[src/hw/rtl/hfr_pkg.sv]
package hfr_pkg;

	localparam int MAX_MESSAGE_DEFAULT = 32;

	localparam int BYTE_W = 8;
	localparam int HASH_W = 16;
	localparam int CFG_INDEX_W = 2;

	localparam logic [BYTE_W-1:0] START_BYTE = 8'hFF;
	localparam logic [HASH_W-1:0] HASH_MUL = 16'd33;

	localparam logic [CFG_INDEX_W-1:0] CFG_OWN_NODE_ID = 2'd0;
	localparam logic [CFG_INDEX_W-1:0] CFG_BROADCAST_NODE_ID = 2'd1;
	localparam logic [CFG_INDEX_W-1:0] CFG_CHAR_BIAS = 2'd2;

	localparam logic [BYTE_W-1:0] OWN_NODE_ID_RESET = 8'd0;
	localparam logic [BYTE_W-1:0] BROADCAST_NODE_ID_RESET = 8'd255;
	localparam logic [BYTE_W-1:0] CHAR_BIAS_RESET = 8'd0;

	typedef enum logic [1:0] {
		STATUS_GOOD,
		STATUS_BAD_HASH,
		STATUS_OTHER_RECIP,
		STATUS_BAD_LEN
	} status_t;

	typedef enum logic [1:0] {
		HASH_HOLD,
		HASH_INIT,
		HASH_STEP
	} hash_op_t;

	typedef enum logic [1:0] {
		RES_BAD_LEN,
		RES_CHECK,
		RES_CONTENT
	} res_sel_t;

	typedef struct packed {
		hash_op_t hash_op;
		logic     cap_len;
		logic     cap_sender;
		logic     cap_recip;
		logic     cap_msg;
		logic     cap_hash_lo;
		logic     emit_start;
		logic     emit_read;
		logic     out_load;
		res_sel_t res_sel;
	} cmd_t;

	typedef struct packed {
		logic start_seen;
		logic len_bad;
		logic msg_done;
		logic good_multi;
		logic emit_last;
		logic out_free;
	} stat_t;

endpackage

[src/hw/rtl/hfr_ctrl.sv]
module hfr_ctrl (
	input  logic          clk,
	input  logic          arst_n,
	input  logic          in_valid,
	output logic          in_ready,
	input  hfr_pkg::stat_t stat,
	output hfr_pkg::cmd_t  cmd
);

	typedef enum logic [3:0] {
		S_HUNT,
		S_LEN,
		S_SENDER,
		S_RECIP,
		S_MSG,
		S_HASH_LO,
		S_HASH_HI,
		S_EMIT_RD,
		S_EMIT_LD
	} state_t;

	state_t state_q;
	state_t state_next;
	logic   receiving;
	logic   acc;

	always_comb begin
		receiving = (state_q != S_EMIT_RD) && (state_q != S_EMIT_LD);
		in_ready = receiving && stat.out_free;
		acc = in_valid && in_ready;
	end

	always_comb begin
		cmd = '{hash_op: hfr_pkg::HASH_HOLD, res_sel: hfr_pkg::RES_CHECK, default: 1'b0};
		state_next = state_q;
		case (state_q)
			S_HUNT: begin
				if (acc && stat.start_seen) begin
					cmd.hash_op = hfr_pkg::HASH_INIT;
					state_next = S_LEN;
				end
			end
			S_LEN: begin
				if (acc) begin
					cmd.hash_op = hfr_pkg::HASH_STEP;
					if (stat.len_bad) begin
						cmd.out_load = 1'b1;
						cmd.res_sel = hfr_pkg::RES_BAD_LEN;
						state_next = S_HUNT;
					end else begin
						cmd.cap_len = 1'b1;
						state_next = S_SENDER;
					end
				end
			end
			S_SENDER: begin
				if (acc) begin
					cmd.hash_op = hfr_pkg::HASH_STEP;
					cmd.cap_sender = 1'b1;
					state_next = S_RECIP;
				end
			end
			S_RECIP: begin
				if (acc) begin
					cmd.hash_op = hfr_pkg::HASH_STEP;
					cmd.cap_recip = 1'b1;
					state_next = S_MSG;
				end
			end
			S_MSG: begin
				if (acc) begin
					cmd.hash_op = hfr_pkg::HASH_STEP;
					cmd.cap_msg = 1'b1;
					if (stat.msg_done) begin
						state_next = S_HASH_LO;
					end
				end
			end
			S_HASH_LO: begin
				if (acc) begin
					cmd.cap_hash_lo = 1'b1;
					state_next = S_HASH_HI;
				end
			end
			S_HASH_HI: begin
				if (acc) begin
					if (stat.good_multi) begin
						cmd.emit_start = 1'b1;
						state_next = S_EMIT_RD;
					end else begin
						cmd.out_load = 1'b1;
						cmd.res_sel = hfr_pkg::RES_CHECK;
						state_next = S_HUNT;
					end
				end
			end
			S_EMIT_RD: begin
				cmd.emit_read = 1'b1;
				state_next = S_EMIT_LD;
			end
			S_EMIT_LD: begin
				if (stat.out_free) begin
					cmd.out_load = 1'b1;
					cmd.res_sel = hfr_pkg::RES_CONTENT;
					state_next = stat.emit_last ? S_HUNT : S_EMIT_RD;
				end
			end
			default: begin
				state_next = S_HUNT;
			end
		endcase
	end

	always_ff @(posedge clk or negedge arst_n) begin
		if (!arst_n) begin
			state_q <= S_HUNT;
		end else begin
			state_q <= state_next;
		end
	end

endmodule

[src/hw/rtl/hfr_datapath.sv]
module hfr_datapath #(
	parameter int MAX_MESSAGE = hfr_pkg::MAX_MESSAGE_DEFAULT
) (
	input  logic                                clk,
	input  logic                                arst_n,
	input  logic                                cfg_write,
	input  logic [hfr_pkg::CFG_INDEX_W-1:0]     cfg_index,
	input  logic [hfr_pkg::BYTE_W-1:0]          cfg_data,
	input  logic [hfr_pkg::BYTE_W-1:0]          rx_byte,
	input  hfr_pkg::cmd_t                       cmd,
	output hfr_pkg::stat_t                      stat,
	output logic                                out_valid,
	input  logic                                out_ready,
	output logic [1:0]                          frame_status,
	output logic [hfr_pkg::BYTE_W-1:0]          sender_id,
	output logic [hfr_pkg::BYTE_W-1:0]          msg_code,
	output logic [hfr_pkg::BYTE_W-1:0]          content_byte,
	output logic                                content_valid,
	output logic                                last_of_frame
);

	localparam int LEN_W = $clog2(MAX_MESSAGE + 1);
	localparam int ADDR_W = $clog2(MAX_MESSAGE);

	logic [hfr_pkg::BYTE_W-1:0] own_id_q;
	logic [hfr_pkg::BYTE_W-1:0] bcast_id_q;
	logic [hfr_pkg::BYTE_W-1:0] bias_q;

	logic [hfr_pkg::HASH_W-1:0] hash_q;
	logic [hfr_pkg::BYTE_W-1:0] hash_lo_q;
	logic [LEN_W-1:0]           length_q;
	logic [LEN_W-1:0]           byte_index_q;
	logic [hfr_pkg::BYTE_W-1:0] sender_q;
	logic [hfr_pkg::BYTE_W-1:0] recip_q;
	logic [hfr_pkg::BYTE_W-1:0] code_q;
	logic [ADDR_W-1:0]          emit_k_q;
	logic [hfr_pkg::BYTE_W-1:0] rd_data_q;

	logic [hfr_pkg::BYTE_W-1:0] store [MAX_MESSAGE];

	logic [hfr_pkg::BYTE_W-1:0] unb;
	logic [LEN_W-1:0]           index_inc;
	logic [ADDR_W-1:0]          wr_addr;
	logic                       hash_ok;
	logic                       recip_ok;
	logic [hfr_pkg::HASH_W-1:0] hash_next;

	always_comb begin
		unb = rx_byte - bias_q;
		index_inc = byte_index_q + LEN_W'(1);
		wr_addr = ADDR_W'(byte_index_q - LEN_W'(1));
		hash_ok = {rx_byte, hash_lo_q} == hash_q;
		recip_ok = (recip_q == own_id_q) || (recip_q == bcast_id_q);
		hash_next = (hash_q * hfr_pkg::HASH_MUL) ^ {8'h00, rx_byte};
		stat.start_seen = rx_byte == hfr_pkg::START_BYTE;
		stat.len_bad = (unb == '0) || (unb > hfr_pkg::BYTE_W'(MAX_MESSAGE));
		stat.msg_done = index_inc == length_q;
		stat.good_multi = hash_ok && recip_ok && (length_q != LEN_W'(1));
		stat.emit_last = (LEN_W'(emit_k_q) + LEN_W'(2)) == length_q;
		stat.out_free = !out_valid || out_ready;
	end

	always_ff @(posedge clk or negedge arst_n) begin
		if (!arst_n) begin
			own_id_q <= hfr_pkg::OWN_NODE_ID_RESET;
			bcast_id_q <= hfr_pkg::BROADCAST_NODE_ID_RESET;
			bias_q <= hfr_pkg::CHAR_BIAS_RESET;
		end else if (cfg_write) begin
			case (cfg_index)
				hfr_pkg::CFG_OWN_NODE_ID: own_id_q <= cfg_data;
				hfr_pkg::CFG_BROADCAST_NODE_ID: bcast_id_q <= cfg_data;
				hfr_pkg::CFG_CHAR_BIAS: bias_q <= cfg_data;
				default: begin
				end
			endcase
		end
	end

	always_ff @(posedge clk or negedge arst_n) begin
		if (!arst_n) begin
			hash_q <= '0;
			hash_lo_q <= '0;
			length_q <= '0;
			byte_index_q <= '0;
			sender_q <= '0;
			recip_q <= '0;
			code_q <= '0;
			emit_k_q <= '0;
		end else begin
			case (cmd.hash_op)
				hfr_pkg::HASH_INIT: hash_q <= {8'h00, rx_byte};
				hfr_pkg::HASH_STEP: hash_q <= hash_next;
				default: begin
				end
			endcase
			if (cmd.cap_len) begin
				length_q <= LEN_W'(unb);
				byte_index_q <= '0;
			end
			if (cmd.cap_sender) begin
				sender_q <= unb;
			end
			if (cmd.cap_recip) begin
				recip_q <= unb;
			end
			if (cmd.cap_msg) begin
				if (byte_index_q == '0) begin
					code_q <= unb;
				end
				byte_index_q <= index_inc;
			end
			if (cmd.cap_hash_lo) begin
				hash_lo_q <= rx_byte;
			end
			if (cmd.emit_start) begin
				emit_k_q <= '0;
			end else if (cmd.out_load && cmd.res_sel == hfr_pkg::RES_CONTENT) begin
				emit_k_q <= emit_k_q + ADDR_W'(1);
			end
		end
	end

	always_ff @(posedge clk) begin
		if (cmd.cap_msg && byte_index_q != '0) begin
			store[wr_addr] <= rx_byte;
		end
		if (cmd.emit_read) begin
			rd_data_q <= store[emit_k_q];
		end
	end

	always_ff @(posedge clk or negedge arst_n) begin
		if (!arst_n) begin
			out_valid <= 1'b0;
		end else if (cmd.out_load) begin
			out_valid <= 1'b1;
		end else if (out_ready) begin
			out_valid <= 1'b0;
		end
	end

	always_ff @(posedge clk) begin
		if (cmd.out_load) begin
			case (cmd.res_sel)
				hfr_pkg::RES_BAD_LEN: begin
					frame_status <= hfr_pkg::STATUS_BAD_LEN;
					sender_id <= '0;
					msg_code <= '0;
					content_byte <= '0;
					content_valid <= 1'b0;
					last_of_frame <= 1'b1;
				end
				hfr_pkg::RES_CONTENT: begin
					frame_status <= hfr_pkg::STATUS_GOOD;
					sender_id <= sender_q;
					msg_code <= code_q;
					content_byte <= rd_data_q;
					content_valid <= 1'b1;
					last_of_frame <= stat.emit_last;
				end
				default: begin
					if (!hash_ok) begin
						frame_status <= hfr_pkg::STATUS_BAD_HASH;
					end else if (!recip_ok) begin
						frame_status <= hfr_pkg::STATUS_OTHER_RECIP;
					end else begin
						frame_status <= hfr_pkg::STATUS_GOOD;
					end
					sender_id <= sender_q;
					msg_code <= code_q;
					content_byte <= '0;
					content_valid <= 1'b0;
					last_of_frame <= 1'b1;
				end
			endcase
		end
	end

endmodule

[src/hw/rtl/hashed_frame_receiver_core.sv]
// A lone result item (bad frame or one-byte message) is loaded at the edge that takes
// the last byte of its frame and is offered from the next cycle; the first content item of a
// good frame is loaded after a registered content store read (read state, then load state).
// Throughput: one byte per cycle while framing with the output register free; bytes are held
// off while an item waits in the output register and while content items leave, each by a read and a load step.
// Reset: arst_n asynchronous, active low; hunting, zero state, registers at their defaults.
module hashed_frame_receiver_core #(
	parameter int MAX_MESSAGE = hfr_pkg::MAX_MESSAGE_DEFAULT
) (
	input  logic                            clk,
	input  logic                            arst_n,
	input  logic                            cfg_write,
	input  logic [hfr_pkg::CFG_INDEX_W-1:0] cfg_index,
	input  logic [hfr_pkg::BYTE_W-1:0]      cfg_data,
	input  logic                            in_valid,
	output logic                            in_ready,
	input  logic [hfr_pkg::BYTE_W-1:0]      rx_byte,
	output logic                            out_valid,
	input  logic                            out_ready,
	output logic [1:0]                      frame_status,
	output logic [hfr_pkg::BYTE_W-1:0]      sender_id,
	output logic [hfr_pkg::BYTE_W-1:0]      msg_code,
	output logic [hfr_pkg::BYTE_W-1:0]      content_byte,
	output logic                            content_valid,
	output logic                            last_of_frame
);

	hfr_pkg::cmd_t  cmd;
	hfr_pkg::stat_t stat;

	hfr_ctrl u_ctrl (
		.clk      (clk),
		.arst_n   (arst_n),
		.in_valid (in_valid),
		.in_ready (in_ready),
		.stat     (stat),
		.cmd      (cmd)
	);

	hfr_datapath #(
		.MAX_MESSAGE (MAX_MESSAGE)
	) u_datapath (
		.clk           (clk),
		.arst_n        (arst_n),
		.cfg_write     (cfg_write),
		.cfg_index     (cfg_index),
		.cfg_data      (cfg_data),
		.rx_byte       (rx_byte),
		.cmd           (cmd),
		.stat          (stat),
		.out_valid     (out_valid),
		.out_ready     (out_ready),
		.frame_status  (frame_status),
		.sender_id     (sender_id),
		.msg_code      (msg_code),
		.content_byte  (content_byte),
		.content_valid (content_valid),
		.last_of_frame (last_of_frame)
	);

endmodule
[config.mk]
export PLATFORM = sky130hd
export DESIGN_NAME = hashed_frame_receiver_core
export DESIGN_NICKNAME = d
export VERILOG_FILES = /design/src/hw/rtl/hfr_pkg.sv /design/src/hw/rtl/hfr_ctrl.sv /design/src/hw/rtl/hfr_datapath.sv /design/src/hw/rtl/hashed_frame_receiver_core.sv
export SDC_FILE = /design/constraint.sdc
export NUM_CORES = 1
export LEC_CHECK = 0
export BUFFER_PORTS_ARGS = -buffer_cell sky130_fd_sc_hd__buf_4
export CORE_ASPECT_RATIO = 1.4
export CORE_UTILIZATION = 50
export CTS_BUF_LIST = sky130_fd_sc_hd__clkbuf_2 sky130_fd_sc_hd__clkbuf_4 sky130_fd_sc_hd__clkbuf_8
export CTS_CLUSTER_DIAMETER = 30
export DETAILED_ROUTE_END_ITERATION = 16
export GPL_TIMING_DRIVEN = 0
export PLACE_DENSITY = 0.77
export SLEW_MARGIN = 20
export SYNTH_ARGS = -nofsm -noshare
export SYNTH_HDL_FRONTEND = slang
export SYNTH_SLANG_ARGS = --single-unit
[constraint.sdc]
create_clock -name clk -period 3.7 [get_ports clk]
set_clock_uncertainty 0.1 [all_clocks]
set_input_delay 0.185 -clock clk [delete_from_list [all_inputs] [get_ports clk]]
set_output_delay 0.185 -clock clk [all_outputs]
set_load 0.03 [all_outputs]
==> metrics.md <==
| Metric | Value |
|---|---|
| DRC Markers | `0` |
| Post-synthesis area per instance | `15.4 sq um` |
| CP endpoint kind | `register` |
| Design Area, Final | `0.0195 sq mm` |
| Total die area | `0.0348 sq mm` |
| CTS clk-pin slew, worst paths | `0.07 ns` |
| Gate Count Post-Synth | `1105` |
| Detailed Route Iter0 Violations | `692` |
| Crit path required time | `a little under 4 ns` |
| Row cnt | `79` |
| Lkg Pwr | `approximately 7 nW` |
| Starting Density | `50.9%` |
| Register area share after synthesis | `65.4%` |
| Synth cell types | `66` |
| Setup violators final | `0` |
| Max cap viols | `0` |
| Post-Syn Area | `0.0170 sq mm` |
| Buffers on Ports | `52` |
| Sink Count | `roughly 390` |
| Hold depth | `3` |
| Pwr per Cell Area | `702 mW/mm^2` |
| CP arrival | `3.69 ns` |
| First-pass GRT wire length | `between 50 and 60 mm` |
| Gpl congestion | `approximately 0.86` |
| Final ANT Viol Nets | `0` |
| Worst-path fanout max | `37` |
| Crit path time final | `3.52 ns` |
| YS warnings | `0` |
| Fmax achieved | `284 MHz` |
| Max Slew Vio Count | `0` |
| GR Layer Usage met2 | `just over 40%` |
| Reg2Reg Depth | `10` |
| Worst slew pin tran | `1.00 ns` |
| Top-count cell post-synth | `edfxtp_1` |
| CTS tree | `built` |
| Run status | `finished, final reports clean` |
| Synth top cells by count | `edfxtp_1, dfrtp_1, nor2_1` |
| Min-Delay Path Class | `input pin to register` |
| GRT met3 Usage | `4.09%` |
| Clock Latency Late Sink | `0.62 ns` |
| Hpwl dp | `24.9 mm` |
| GRT overflow | `0` |
| VDD IR max | `0.345 mV` |
| Core box area | `between 0.03 and 0.04 sq mm` |
| Post-synthesis register bit count | `approximately 390` |
| Critical Path Source Type | `input pin` |
| EDFF count, synth | `292` |
| Period utilisation layout | `between 90% and 100%` |
| GRT Max-Usage Layer | `met2` |
| Wirelength per Cell | `21.8 um` |
| Final Routed Wirelength | `37.9 mm` |
| Area delta synth->final | `14.8%` |
| RSZ-0062 raised after global routing | `false` |
| Vias in the first global route | `10.4k` |
| H-tree levels | `2` |
| Pin count of the biggest net entering global routing | `95` |
| Final Hold Fails | `0` |
| Share of layout cells above drive strength 1 | `22.8%` |
| Post-synth ARST share | `24.4%` |
| GRT Total Usage | `22.7%` |
| Post-synth top area share | `around half` |
| Maximum root-to-sink buffer count | `3` |
| Die Height | `around 220 um` |
| Slew headroom | `33.3%` |
| Placement Cell Area | `approximately 0.018 sq mm` |
| Die width | `about 160 um` |
| Top_reg_cell synth | `edfxtp_1` |
| 1st-pass router iterations | `7` |
| Cell taking the most area after synthesis | `edfxtp_1` |
| WS Path Type | `input pin to register` |
| Nets@finish | `1315` |
| Hold WS | `0.0759 ns` |
| I/O pins | `53` |
| Antenna violations before repair | `1` |
| Post-layout util | `between 50% and 60%` |
| GR Util met1 | `about 25%` |
| Via Count | `roughly 10k` |
| Syn Nets | `~1.2k` |
| Synth area leaders | `edfxtp_1, dfrtp_1, mux4_2` |
| Vias per cell | `5.79` |
| CTS root buf | `clkbuf_8` |
| CTS buffer count | `58` |
report_power, final:
| part | switching [W] | internal, W | leakage, nW | total [W] |
|---|---|---|---|---|
| registers | 0.000421 | 0.00524 | 3.79 | 0.00566 |
| logic | 0.00256 | 0.00195 | 2.74 | 0.00451 |
| clock network | 0.00166 | 0.00187 | 0.630 | 0.00353 |
| total | 0.00465 | 0.00906 | 7.17 | 0.0137 |
kinds of logic after synthesis:
family	share of synthesized area, %
AO/OA/AOI/OAI	5.31
multiplexers	13.2
XOR/XNOR	3.45
buffers and inverters	1.60
adder cells (fa/ha/maj)	3.33
AND/OR/NAND/NOR	7.67
flip-flops	65.4
critical path, cell delays in order:
cell and delay (ns):
dlygate4sd3_1 0.53, buf_4 0.29, ha_1 0.35, buf_4 0.15, and3b_1 0.19, a211oi_1 0.22, o211ai_1 0.28, or4_1 0.59
o2111ai_1 0.20, buf_4 0.25, a221o_4 0.44
per-layer routing:
layer,part of all wire (%),vias to the layer above
li1,-,4534
met1,36,5075
met2,53,361
met3,5.8,126
met4,5.4,0
met5,0,-
layout make-up:
type / count / area, sq um
Multi-Input combinational cell: 651 / 5630
Clock inverter: 35 / 270
Timing Repair Buffer: 83 / 729
Sequential cell: 386 / 11100
Tap cell: 445 / 557
Inverter: 23 / 86.3
Antenna cell: 2 / 5.00
Buffer: 45 / 194
Clock buffer: 73 / 917
Fill cell: 2554 / 13900
path summary, 6_finish.rpt:
| kind | start | end | slack (ns) |
|---|---|---|---|
| worst max-delay path | rx_byte[5] | u_datapath.content_byte[0] | 0.18 |
| worst min-delay path | cfg_write | u_datapath.own_id_q[0] | 0.08 |
| worst max register to register | u_datapath.bias_q[5] | u_datapath.content_byte[0] | 0.26 |
| worst min register to register | u_datapath.sender_q[6] | u_datapath.sender_q[6] | 0.38 |
| max in group asynchronous | arst_n | u_datapath.hash_q[9] | 2.78 |
| min in group asynchronous | arst_n | u_datapath.out_valid | 0.12 |
metrics by stage:
stage               TNS (ns)  total power, W  instances  setup slack, ns
CTS                        0          0.0138       1741           0.0104
detailed placement     -8.88          0.0102       1603           -0.317
finish                     0          0.0137       1743            0.180
global placement      -17.86          0.0100       1602           -0.603
floorplan                  0         0.00886       1105            0.295
global route               0          0.0144       1741           0.0474
registers in the layout, indices dropped and copies added, names as in the netlist, 2 cells and up:
| register | flops |
|---|---|
| u_datapath.emit_k_q | 5 |
| u_datapath.own_id_q | 8 |
| u_datapath.byte_index_q | 6 |
| u_datapath.hash_q | 16 |
| u_datapath.sender_q | 8 |
| u_datapath.sender_id | 8 |
| u_datapath.frame_status | 2 |
| u_datapath.code_q | 8 |
| u_datapath.length_q | 6 |
| u_datapath.msg_code | 8 |
| u_datapath.hash_lo_q | 8 |
| u_datapath.store | 256 |
| u_datapath.content_byte | 8 |
| u_datapath.recip_q | 8 |
| u_datapath.rd_data_q | 8 |
| u_ctrl.state_q | 4 |
| u_datapath.bcast_id_q | 8 |
| u_datapath.bias_q | 8 |
cells in the final DEF (no fill, tap or decap), types with 33 or more instances in the layout:
master and count:
mux2_2 49, dfrtp_1 86, edfxtp_1 292, nor2_1 75, ha_1 42, nand2_1 53
clkbuf_8 59, mux2i_1 43, o21ai_0 42, xor2_1 33, buf_4 53, xnor2_1 34
mux4_2 56
repair_timing:
item / 4_1_cts / 5_1_grt
cloned: 0 / 0
setup buffers: 0 / 0
endpoints found under the setup margin: 8 / 33
hold endpoints to repair: 375 / 0
resized for setup: 2 / 6
hold buffers: 30 / 0
No activity file was read; power rests on OpenSTA's default activity.
